<file path="src/hdl/mivm_pkg.sv">
// ----------------------------------------------------------------------------
// mivm_pkg
// Shared widths, register indexes and item types of the message interval
// window monitor.
// ----------------------------------------------------------------------------
`timescale 1ns / 1ps
`default_nettype none

package mivm_pkg;

  // Width of a millisecond timestamp (range 32 to 64).
  localparam int unsigned TIME_BITS = 48;
  localparam int unsigned END_BITS  = TIME_BITS + 1;
  localparam int unsigned CNT_W     = 32;
  localparam int unsigned SRC_W     = 16;
  localparam int unsigned CFG_W     = 32;
  localparam int unsigned CFG_IDX_W = 4;

  // A window end can only overflow the time range at the widest timestamp.
  localparam bit SAT_END = (TIME_BITS >= 64);

  // Configuration register indexes.
  localparam logic [CFG_IDX_W-1:0] REG_THRESHOLD = CFG_IDX_W'(0);
  localparam logic [CFG_IDX_W-1:0] REG_WINDOW    = CFG_IDX_W'(1);

  typedef struct packed {
    logic [TIME_BITS-1:0] timestamp_ms;
    logic [SRC_W-1:0]     source_id;
  } mivm_in_t;

  typedef struct packed {
    logic                 window_closed;
    logic [TIME_BITS-1:0] closed_start_ms;
    logic [END_BITS-1:0]  closed_end_ms;
    logic [CNT_W-1:0]     closed_violations;
    logic [CNT_W-1:0]     closed_messages;
    logic [SRC_W-1:0]     closed_source_id;
    logic                 closed_id_mismatch;
    logic [TIME_BITS-1:0] last_gap_ms;
    logic [CNT_W-1:0]     violation_total;
    logic [CNT_W-1:0]     windows_total;
    logic [CNT_W-1:0]     regression_total;
    logic                 window_active;
  } mivm_out_t;

  // Configuration seen by the step logic.
  typedef struct packed {
    logic [CFG_W-1:0] threshold_ms;
    logic [CFG_W-1:0] window_ms;
  } mivm_cfg_t;

endpackage

`default_nettype wire

</file>
<file path="src/hdl/mivm_in_stage.sv">
// ----------------------------------------------------------------------------
// mivm_in_stage
// Input register: holds one accepted item until the step logic takes it.
// ----------------------------------------------------------------------------
`timescale 1ns / 1ps
`default_nettype none

module mivm_in_stage (
  input  wire logic              clk_i,
  input  wire logic              rst_ni,
  input  wire logic              in_valid_i,
  output logic                   in_ready_o,
  input  wire mivm_pkg::mivm_in_t in_item_i,
  input  wire logic              advance_i,
  output logic                   stage_valid_o,
  output mivm_pkg::mivm_in_t      stage_item_o
);
  import mivm_pkg::*;

  logic     valid_q, valid_d;
  mivm_in_t item_q;

  // Take a new item whenever the held one leaves or none is held.
  assign in_ready_o = !valid_q || advance_i;

  always_comb begin
    valid_d = valid_q;
    if (in_ready_o) begin
      valid_d = in_valid_i;
    end
  end

  always_ff @(posedge clk_i or negedge rst_ni) begin
    if (!rst_ni) begin
      valid_q <= 1'b0;
    end else begin
      valid_q <= valid_d;
    end
  end

  always_ff @(posedge clk_i) begin
    if (in_ready_o && in_valid_i) begin
      item_q <= in_item_i;
    end
  end

  assign stage_valid_o = valid_q;
  assign stage_item_o  = item_q;

endmodule

`default_nettype wire

</file>
<file path="src/hdl/mivm_step.sv">
// ----------------------------------------------------------------------------
// mivm_step
// Monitor state and the combinational step: gap, violation, window update.
// ----------------------------------------------------------------------------
`timescale 1ns / 1ps
`default_nettype none

module mivm_step (
  input  wire logic               clk_i,
  input  wire logic               rst_ni,
  input  wire logic               fire_i,
  input  wire mivm_pkg::mivm_in_t  item_i,
  input  wire mivm_pkg::mivm_cfg_t cfg_i,
  output mivm_pkg::mivm_out_t      result_o
);
  import mivm_pkg::*;

  logic [TIME_BITS-1:0] prev_time_q, prev_time_d;
  logic                 win_open_q, win_open_d;
  logic [TIME_BITS-1:0] win_start_q, win_start_d;
  logic [END_BITS-1:0]  win_end_q, win_end_d;
  logic [CNT_W-1:0]     win_viol_q, win_viol_d;
  logic [CNT_W-1:0]     win_msg_q, win_msg_d;
  logic [SRC_W-1:0]     win_src_q, win_src_d;
  logic                 win_mism_q, win_mism_d;
  logic [CNT_W-1:0]     cnt_viol_q, cnt_viol_d;
  logic [CNT_W-1:0]     cnt_win_q, cnt_win_d;
  logic [CNT_W-1:0]     cnt_regr_q, cnt_regr_d;

  logic [TIME_BITS-1:0] t;
  logic                 have_prev, backwards, checked, viol, close, open_kept;
  logic [TIME_BITS-1:0] gap;
  logic [END_BITS-1:0]  end_sum;

  always_comb begin
    t         = item_i.timestamp_ms;
    have_prev = (prev_time_q != '0);
    backwards = have_prev && (t < prev_time_q);
    checked   = have_prev && !backwards;
    gap       = checked ? (t - prev_time_q) : '0;
    viol      = checked && (gap > TIME_BITS'(cfg_i.threshold_ms));
    close     = win_open_q && ({1'b0, t} >= win_end_q);
    open_kept = win_open_q && !close;

    end_sum = {1'b0, t} + END_BITS'(cfg_i.window_ms);
    if (SAT_END && end_sum[TIME_BITS]) begin
      end_sum = {1'b0, {TIME_BITS{1'b1}}};
    end

    prev_time_d = t;
    win_open_d  = open_kept;
    win_start_d = win_start_q;
    win_end_d   = win_end_q;
    win_viol_d  = win_viol_q;
    win_msg_d   = win_msg_q;
    win_src_d   = win_src_q;
    win_mism_d  = win_mism_q;
    cnt_viol_d  = cnt_viol_q + CNT_W'(viol);
    cnt_win_d   = cnt_win_q + CNT_W'(close);
    cnt_regr_d  = cnt_regr_q + CNT_W'(backwards);

    if (viol && !open_kept) begin
      // Open a fresh window on this item.
      win_open_d  = 1'b1;
      win_start_d = t;
      win_end_d   = end_sum;
      win_viol_d  = CNT_W'(1);
      win_msg_d   = CNT_W'(1);
      win_src_d   = item_i.source_id;
      win_mism_d  = 1'b0;
    end else if (open_kept) begin
      win_msg_d = win_msg_q + CNT_W'(1);
      if (viol) begin
        win_viol_d = win_viol_q + CNT_W'(1);
        if (item_i.source_id != win_src_q) begin
          win_mism_d = 1'b1;
        end
      end
    end

    result_o.window_closed      = close;
    result_o.closed_start_ms    = close ? win_start_q : '0;
    result_o.closed_end_ms      = close ? win_end_q : '0;
    result_o.closed_violations  = close ? win_viol_q : '0;
    result_o.closed_messages    = close ? win_msg_q : '0;
    result_o.closed_source_id   = close ? win_src_q : '0;
    result_o.closed_id_mismatch = close && win_mism_q;
    result_o.last_gap_ms        = gap;
    result_o.violation_total    = cnt_viol_d;
    result_o.windows_total      = cnt_win_d;
    result_o.regression_total   = cnt_regr_d;
    result_o.window_active      = win_open_d;
  end

  always_ff @(posedge clk_i or negedge rst_ni) begin
    if (!rst_ni) begin
      prev_time_q <= '0;
      win_open_q  <= 1'b0;
      win_start_q <= '0;
      win_end_q   <= '0;
      win_viol_q  <= '0;
      win_msg_q   <= '0;
      win_src_q   <= '0;
      win_mism_q  <= 1'b0;
      cnt_viol_q  <= '0;
      cnt_win_q   <= '0;
      cnt_regr_q  <= '0;
    end else if (fire_i) begin
      prev_time_q <= prev_time_d;
      win_open_q  <= win_open_d;
      win_start_q <= win_start_d;
      win_end_q   <= win_end_d;
      win_viol_q  <= win_viol_d;
      win_msg_q   <= win_msg_d;
      win_src_q   <= win_src_d;
      win_mism_q  <= win_mism_d;
      cnt_viol_q  <= cnt_viol_d;
      cnt_win_q   <= cnt_win_d;
      cnt_regr_q  <= cnt_regr_d;
    end
  end

endmodule

`default_nettype wire

</file>
<file path="src/hdl/mivm_out_reg.sv">
// ----------------------------------------------------------------------------
// mivm_out_reg
// Result register: holds one result item until the consumer takes it.
// ----------------------------------------------------------------------------
`timescale 1ns / 1ps
`default_nettype none

module mivm_out_reg (
  input  wire logic               clk_i,
  input  wire logic               rst_ni,
  input  wire logic               load_i,
  input  wire mivm_pkg::mivm_out_t result_i,
  output logic                    advance_o,
  output logic                    out_valid_o,
  input  wire logic               out_ready_i,
  output mivm_pkg::mivm_out_t      out_item_o
);
  import mivm_pkg::*;

  logic      valid_q, valid_d;
  mivm_out_t item_q;

  // Room for a new result when empty or the held one leaves this cycle.
  assign advance_o = !valid_q || out_ready_i;

  always_comb begin
    valid_d = valid_q;
    if (advance_o) begin
      valid_d = load_i;
    end
  end

  always_ff @(posedge clk_i or negedge rst_ni) begin
    if (!rst_ni) begin
      valid_q <= 1'b0;
    end else begin
      valid_q <= valid_d;
    end
  end

  always_ff @(posedge clk_i) begin
    if (advance_o && load_i) begin
      item_q <= result_i;
    end
  end

  assign out_valid_o = valid_q;
  assign out_item_o  = item_q;

endmodule

`default_nettype wire

</file>
<file path="src/hdl/message_interval_window_monitor_core.sv">
// ----------------------------------------------------------------------------
// message_interval_window_monitor_core
// Checks the gap between message arrivals against a threshold and gathers
// violations into timed windows, reporting each window when it closes.
// ----------------------------------------------------------------------------
// Flow: an accepted item waits in the input register and its result is loaded
//   into the result register once it has room; a held result stalls the input.
// Throughput: one item per cycle while the result register is not held; the
//   step logic settles the whole update combinationally between the registers.
// Reset: rst_ni low clears all state, counters and the valid flags of both
//   registers at once; the block is ready for items as soon as reset is
//   released.
`timescale 1ns / 1ps
`default_nettype none

module message_interval_window_monitor_core (
  input  wire logic                           clk_i,
  input  wire logic                           rst_ni,
  input  wire logic                           in_valid_i,
  output logic                                in_ready_o,
  input  wire mivm_pkg::mivm_in_t              in_item_i,
  output logic                                out_valid_o,
  input  wire logic                           out_ready_i,
  output mivm_pkg::mivm_out_t                  out_item_o,
  input  wire logic                           cfg_valid_i,
  output logic                                cfg_ready_o,
  input  wire logic [mivm_pkg::CFG_IDX_W-1:0] cfg_index_i,
  input  wire logic [mivm_pkg::CFG_W-1:0]     cfg_data_i
);
  import mivm_pkg::*;

  logic      stage_valid;
  mivm_in_t  stage_item;
  logic      advance;
  logic      fire;
  mivm_out_t result;
  mivm_cfg_t cfg_q, cfg_d;

  // Configuration: always ready; the sender must write only while no item
  // is in flight, so none sees a register change half-way (not enforced).
  assign cfg_ready_o = 1'b1;

  always_comb begin
    cfg_d = cfg_q;
    if (cfg_valid_i) begin
      case (cfg_index_i)
        REG_THRESHOLD: cfg_d.threshold_ms = cfg_data_i;
        REG_WINDOW:    cfg_d.window_ms    = cfg_data_i;
        default:       cfg_d = cfg_q;   // drop writes beyond the register list
      endcase
    end
  end

  always_ff @(posedge clk_i or negedge rst_ni) begin
    if (!rst_ni) begin
      cfg_q <= '0;
    end else begin
      cfg_q <= cfg_d;
    end
  end

  // Hold the accepted item in the input register.
  mivm_in_stage u_in_stage (
    .clk_i         (clk_i),
    .rst_ni        (rst_ni),
    .in_valid_i    (in_valid_i),
    .in_ready_o    (in_ready_o),
    .in_item_i     (in_item_i),
    .advance_i     (advance),
    .stage_valid_o (stage_valid),
    .stage_item_o  (stage_item)
  );

  // Advance the state only when the result has a place to go.
  assign fire = stage_valid && advance;

  mivm_step u_step (
    .clk_i    (clk_i),
    .rst_ni   (rst_ni),
    .fire_i   (fire),
    .item_i   (stage_item),
    .cfg_i    (cfg_q),
    .result_o (result)
  );

  mivm_out_reg u_out_reg (
    .clk_i       (clk_i),
    .rst_ni      (rst_ni),
    .load_i      (stage_valid),
    .result_i    (result),
    .advance_o   (advance),
    .out_valid_o (out_valid_o),
    .out_ready_i (out_ready_i),
    .out_item_o  (out_item_o)
  );

  // A result only appears after an item was held in the input register.
  a_out_from_stage: assert property (@(posedge clk_i) disable iff (!rst_ni)
    $rose(out_valid_o) |-> $past(stage_valid))
    else $error("result valid without a held item");

  // Back-pressure on the input only while both registers are full.
  a_ready_low_full: assert property (@(posedge clk_i) disable iff (!rst_ni)
    !in_ready_o |-> (stage_valid && out_valid_o && !out_ready_i))
    else $error("input stalled with room in the pipeline");

  // Closed-window fields stay zero when nothing closed.
  a_closed_zero: assert property (@(posedge clk_i) disable iff (!rst_ni)
    (out_valid_o && !out_item_o.window_closed) |->
      (out_item_o.closed_messages == '0 && out_item_o.closed_end_ms == '0 &&
       !out_item_o.closed_id_mismatch))
    else $error("closed-window fields set without a close");

  // An item stepped through the logic lands in the result register.
  a_fire_holds_out: assert property (@(posedge clk_i) disable iff (!rst_ni)
    fire |=> out_valid_o)
    else $error("fired item did not reach the result register");

endmodule

`default_nettype wire
</file>
<file path="config.mk">
export PLATFORM = sky130hd
export DESIGN_NAME = message_interval_window_monitor_core
export DESIGN_NICKNAME = d
export VERILOG_FILES = /design/src/hdl/mivm_pkg.sv /design/src/hdl/mivm_in_stage.sv /design/src/hdl/mivm_step.sv /design/src/hdl/mivm_out_reg.sv /design/src/hdl/message_interval_window_monitor_core.sv
export SDC_FILE = /design/constraint.sdc
export NUM_CORES = 1
export LEC_CHECK = 0
export ABC_CLOCK_PERIOD_IN_PS = 9900
export BUFFER_PORTS_ARGS = -buffer_cell sky130_fd_sc_hd__buf_2
export CORE_MARGIN = 8
export CORE_UTILIZATION = 41
export CTS_BUF_LIST = sky130_fd_sc_hd__clkbuf_8 sky130_fd_sc_hd__clkbuf_16
export CTS_CLUSTER_SIZE = 10
export DETAILED_ROUTE_END_ITERATION = 12
export SLEW_MARGIN = 20
export SYNTH_ARGS = -nofsm -noshare
export SYNTH_HDL_FRONTEND = slang
export SYNTH_SLANG_ARGS = --single-unit
</file>
<file path="constraint.sdc">
create_clock -name clk_i -period 9.9 [get_ports clk_i]
set_clock_uncertainty 0.15 [all_clocks]
set_input_delay 0.495 -clock clk_i [delete_from_list [all_inputs] [get_ports clk_i]]
set_output_delay 0.495 -clock clk_i [all_outputs]
set_load 0.02 [all_outputs]
</file>
==> results.sh <==
export IMPL_status="complete, no violations"
export IMPL_synth_common_cells="nand2_1, dfrtp_1, edfxtp_1"
export IMPL_crit_path_start="u_in_stage.stage_item_o[16]$_DFFE_PP_"
export IMPL_rr_startpoint="u_in_stage.stage_item_o[16]$_DFFE_PP_"
export IMPL_totalWireLength_um=112000
export IMPL_crit_top_cell="and3_1"
export IMPL_synth_fp_nets=3714
export IMPL_vias=27500
export IMPL_yosysMostFrequentCell="nand2_1"
export IMPL_multiInputGateArea_mm2=0.0147
export IMPL_p_switching_mw=3.67
export IMPL_total_power_mw=10.6
export IMPL_critPathLaunchType="register"
export IMPL_ant_nets=0
export IMPL_io_pins=432
export IMPL_internal_power_mw=6.92
export IMPL_synth_area_mm2=0.0373
export IMPL_grt_pass1_vias=27200
export IMPL_layout_nets=4239
export IMPL_drtPass1Iterations=6
export IMPL_grt_pass1_wl_um=170000
export IMPL_io_buffers=430
export IMPL_gp_congestion=0.948
export IMPL_first_iter_violations=2197
export IMPL_setup_tns_ns=0
export IMPL_core_area_mm2=0.0901
export IMPL_fmax_mhz=111
export IMPL_pre_cts_ws_ns=0.636
export IMPL_register_area_mm2=0.0214
export IMPL_fillers=8206
export IMPL_grt_max_degree=157
export IMPL_grt_antenna_before_repair=2
export IMPL_arrival_ns=9.27
export IMPL_syn2layout_area_growth_pct=19.7
export IMPL_drc_errors=0
export IMPL_dp_cells=4947
export IMPL_p_sw_frac=0.347
export IMPL_viasPerCell=5.26
export IMPL_dp_hpwl_um=81300
export IMPL_die_w_um=318
export IMPL_hold_viol_final=0
export IMPL_peakVddDrop_mv=0.134
export IMPL_grtUsageTotal=0.216
export IMPL_tightest_slew_ns=1.08
export IMPL_slowest_delay_ns=0.55
export IMPL_endpoint_kind="register"
export IMPL_cts_tree="yes"
export IMPL_layout_min_cycle_time_ns=9.03
export IMPL_clock_sinks=777
export IMPL_yosysSeqAreaShare=0.573
export IMPL_wl_per_cell_um=21.4
export IMPL_path_max_fanout=14
export IMPL_clock_path_buffers=3
export IMPL_clkLatencyLatePin_ns=0.65
export IMPL_cp_required_ns=10.14
export IMPL_synth_ff_latch_count=777
export IMPL_dieArea_mm2=0.101
export IMPL_synth_warnings=0
export IMPL_cts_made_buffers=92
export IMPL_async_flop_share=0.501
export IMPL_syn_avg_cell_area_um2=10.9
export IMPL_period_share=0.912
export IMPL_power_leakage_nw=20.7
export IMPL_slew_limit_headroom=0.277
export IMPL_cap_violations=0
export IMPL_whs_ns=0.299
export IMPL_crit_type="register to register"
export IMPL_synth_largest_area_cell="edfxtp_1"
export IMPL_finalMaxSlewViolations=0
export IMPL_slowest_stage="a311oi_1"
export IMPL_die_y_um=318
export IMPL_p_seq_frac=0.419
export IMPL_h_tree_depth=3
export IMPL_placementRows=110
export IMPL_start_util=0.414
export IMPL_layout_drive_gt1_share=0.161
export IMPL_clk_pin_slew_ns=0.06
export IMPL_synth_top_area_frac=0.312
export IMPL_setup_viol=0
export IMPL_overflow=0
export IMPL_pwr_share_comb=0.282
export IMPL_yosys_top_cells_area="edfxtp_1, dfrtp_1, ha_1"
export IMPL_finalNonFillerCells=5221
export IMPL_clockPowerShare=0.299
export IMPL_yosys_cell_types_count=70
export IMPL_rsz0062_at_grt="false"
export IMPL_postLayoutSetupSlackWorst_ns=0.874
export IMPL_post_cts_setup_buffer_count=0
export IMPL_hold_path_class="input pin to asynchronous set/reset pin"
export IMPL_p_per_area_mw_per_mm2=237
export IMPL_netlist_instances=3439
export IMPL_cts_root_buf="clkbuf_16"
export IMPL_synthFlopType="dfrtp_1"
export IMPL_synth_edf_count=388
layer usage:
| layer | global-route usage | vias up | routed length, um |
|---|---|---|---|
| met3 | 0.0412 | 158 | 6660 |
| met1 | 0.304 | 13300 | 51800 |
| met4 | 0.0750 | 0 | 3730 |
| met5 | 0 | - | 0 |
| met2 | 0.332 | 775 | 49400 |
| li1 | - | 13200 | - |
critical path, delay by kind of cell, from the launching register on:
kind | cells | cell delay, ns
compound gates | 10 | 2.49
xor+xnor | 1 | 0.14
fa+ha+maj | 5 | 1.05
buf+inv | 5 | 0.62
flops | 1 | 0.35
simple gates | 16 | 3.96
cell type report:
type	count	share of cell area
sequential	777	0.479
multi-input combinational	2344	0.330
timing repair buffer	572	0.0792
clock buffer	109	0.0578
tap	1176	0.0329
inverter	177	0.0150
clock inverter	63	0.00622
antenna	3	0.000168
flip-flops by register name (all words and copies together) (netlist names), 16 cells and up:
register,flops
u_step.win_end_q,49
u_step.win_viol_q,32
u_step.win_src_q,16
u_step.win_start_q,48
u_step.cnt_regr_q,32
u_step.prev_time_q,48
u_step.cnt_win_q,32
u_in_stage.stage_item_o,64
cfg_q,64
u_step.cnt_viol_q,32
u_out_reg.out_item_o,324
u_step.win_msg_q,32
final timing paths:
check                           slack [ns]                            endpoint  cells after the start
worst min register to register        0.32   u_step.win_start_q[6]$_DFFE_PN0P_                      2
worst max-delay path                  0.87  u_out_reg.out_item_o[95]$_DFFE_PP_                     37
min in group clk_i                    0.32   u_step.win_start_q[6]$_DFFE_PN0P_                      2
worst min-delay path                  0.30  u_step.win_start_q[34]$_DFFE_PN0P_                      2
max in group asynchronous             7.54     u_step.cnt_win_q[1]$_DFFE_PN0P_                      4
worst max register to register        0.87  u_out_reg.out_item_o[95]$_DFFE_PP_                     37
repair_timing:
| item | 4_1_cts | 5_1_grt |
|---|---|---|
| hold buffers | 99 | 0 |
| endpoints found under the hold margin | 229 | 0 |
| endpoints found under the setup margin | 0 | 4 |
| gates resized for setup | 0 | 1 |
power by group through the flow:
stage | Combinational, mW | Sequential, mW | Clock, mW
after global placement | 2.93 | 4.48 | 0
after floorplan | 1.77 | 4.59 | 0
after global routing | 3.31 | 4.50 | 3.37
after CTS | 2.99 | 4.44 | 3.26
after detailed placement | 2.94 | 4.49 | 0
final | 2.98 | 4.44 | 3.17
per-stage QoR:
stage | util | area (um2)
global route | 0.496 | 44700
floorplan | - | 37300
global placement | 0.453 | 40800
detailed placement | 0.453 | 40800
finish | 0.496 | 44700
CTS | 0.495 | 44700
cells in the final DEF, fill, tap and decap left out, types with 88 or more instances in the layout:
cell	netlist	final
nand2_1	534	532
buf_2	25	429
dfrtp_1	389	388
edfxtp_1	388	388
and3_1	240	240
inv_1	176	232
o21ai_0	214	214
nor2_1	172	172
xnor2_1	170	170
ha_1	168	168
a21oi_1	134	134
xor2_1	104	104
dlygate4sd3_1	0	99
clkbuf_16	0	96
nand3_1	89	88
kinds of logic after synthesis:
| family | count (synthesis) | synth area share |
|---|---|---|
| AND/OR/NAND/NOR | 1271 | 0.164 |
| adder cells (fa/ha/maj) | 170 | 0.0574 |
| other | 2 | 0.000201 |
| flip-flops | 777 | 0.573 |
| buffers and inverters | 318 | 0.0332 |
| multiplexers | 54 | 0.0157 |
| XOR/XNOR | 274 | 0.0643 |
| AO/OA/AOI/OAI | 573 | 0.0920 |
Power figures use the tool's default switching activity.
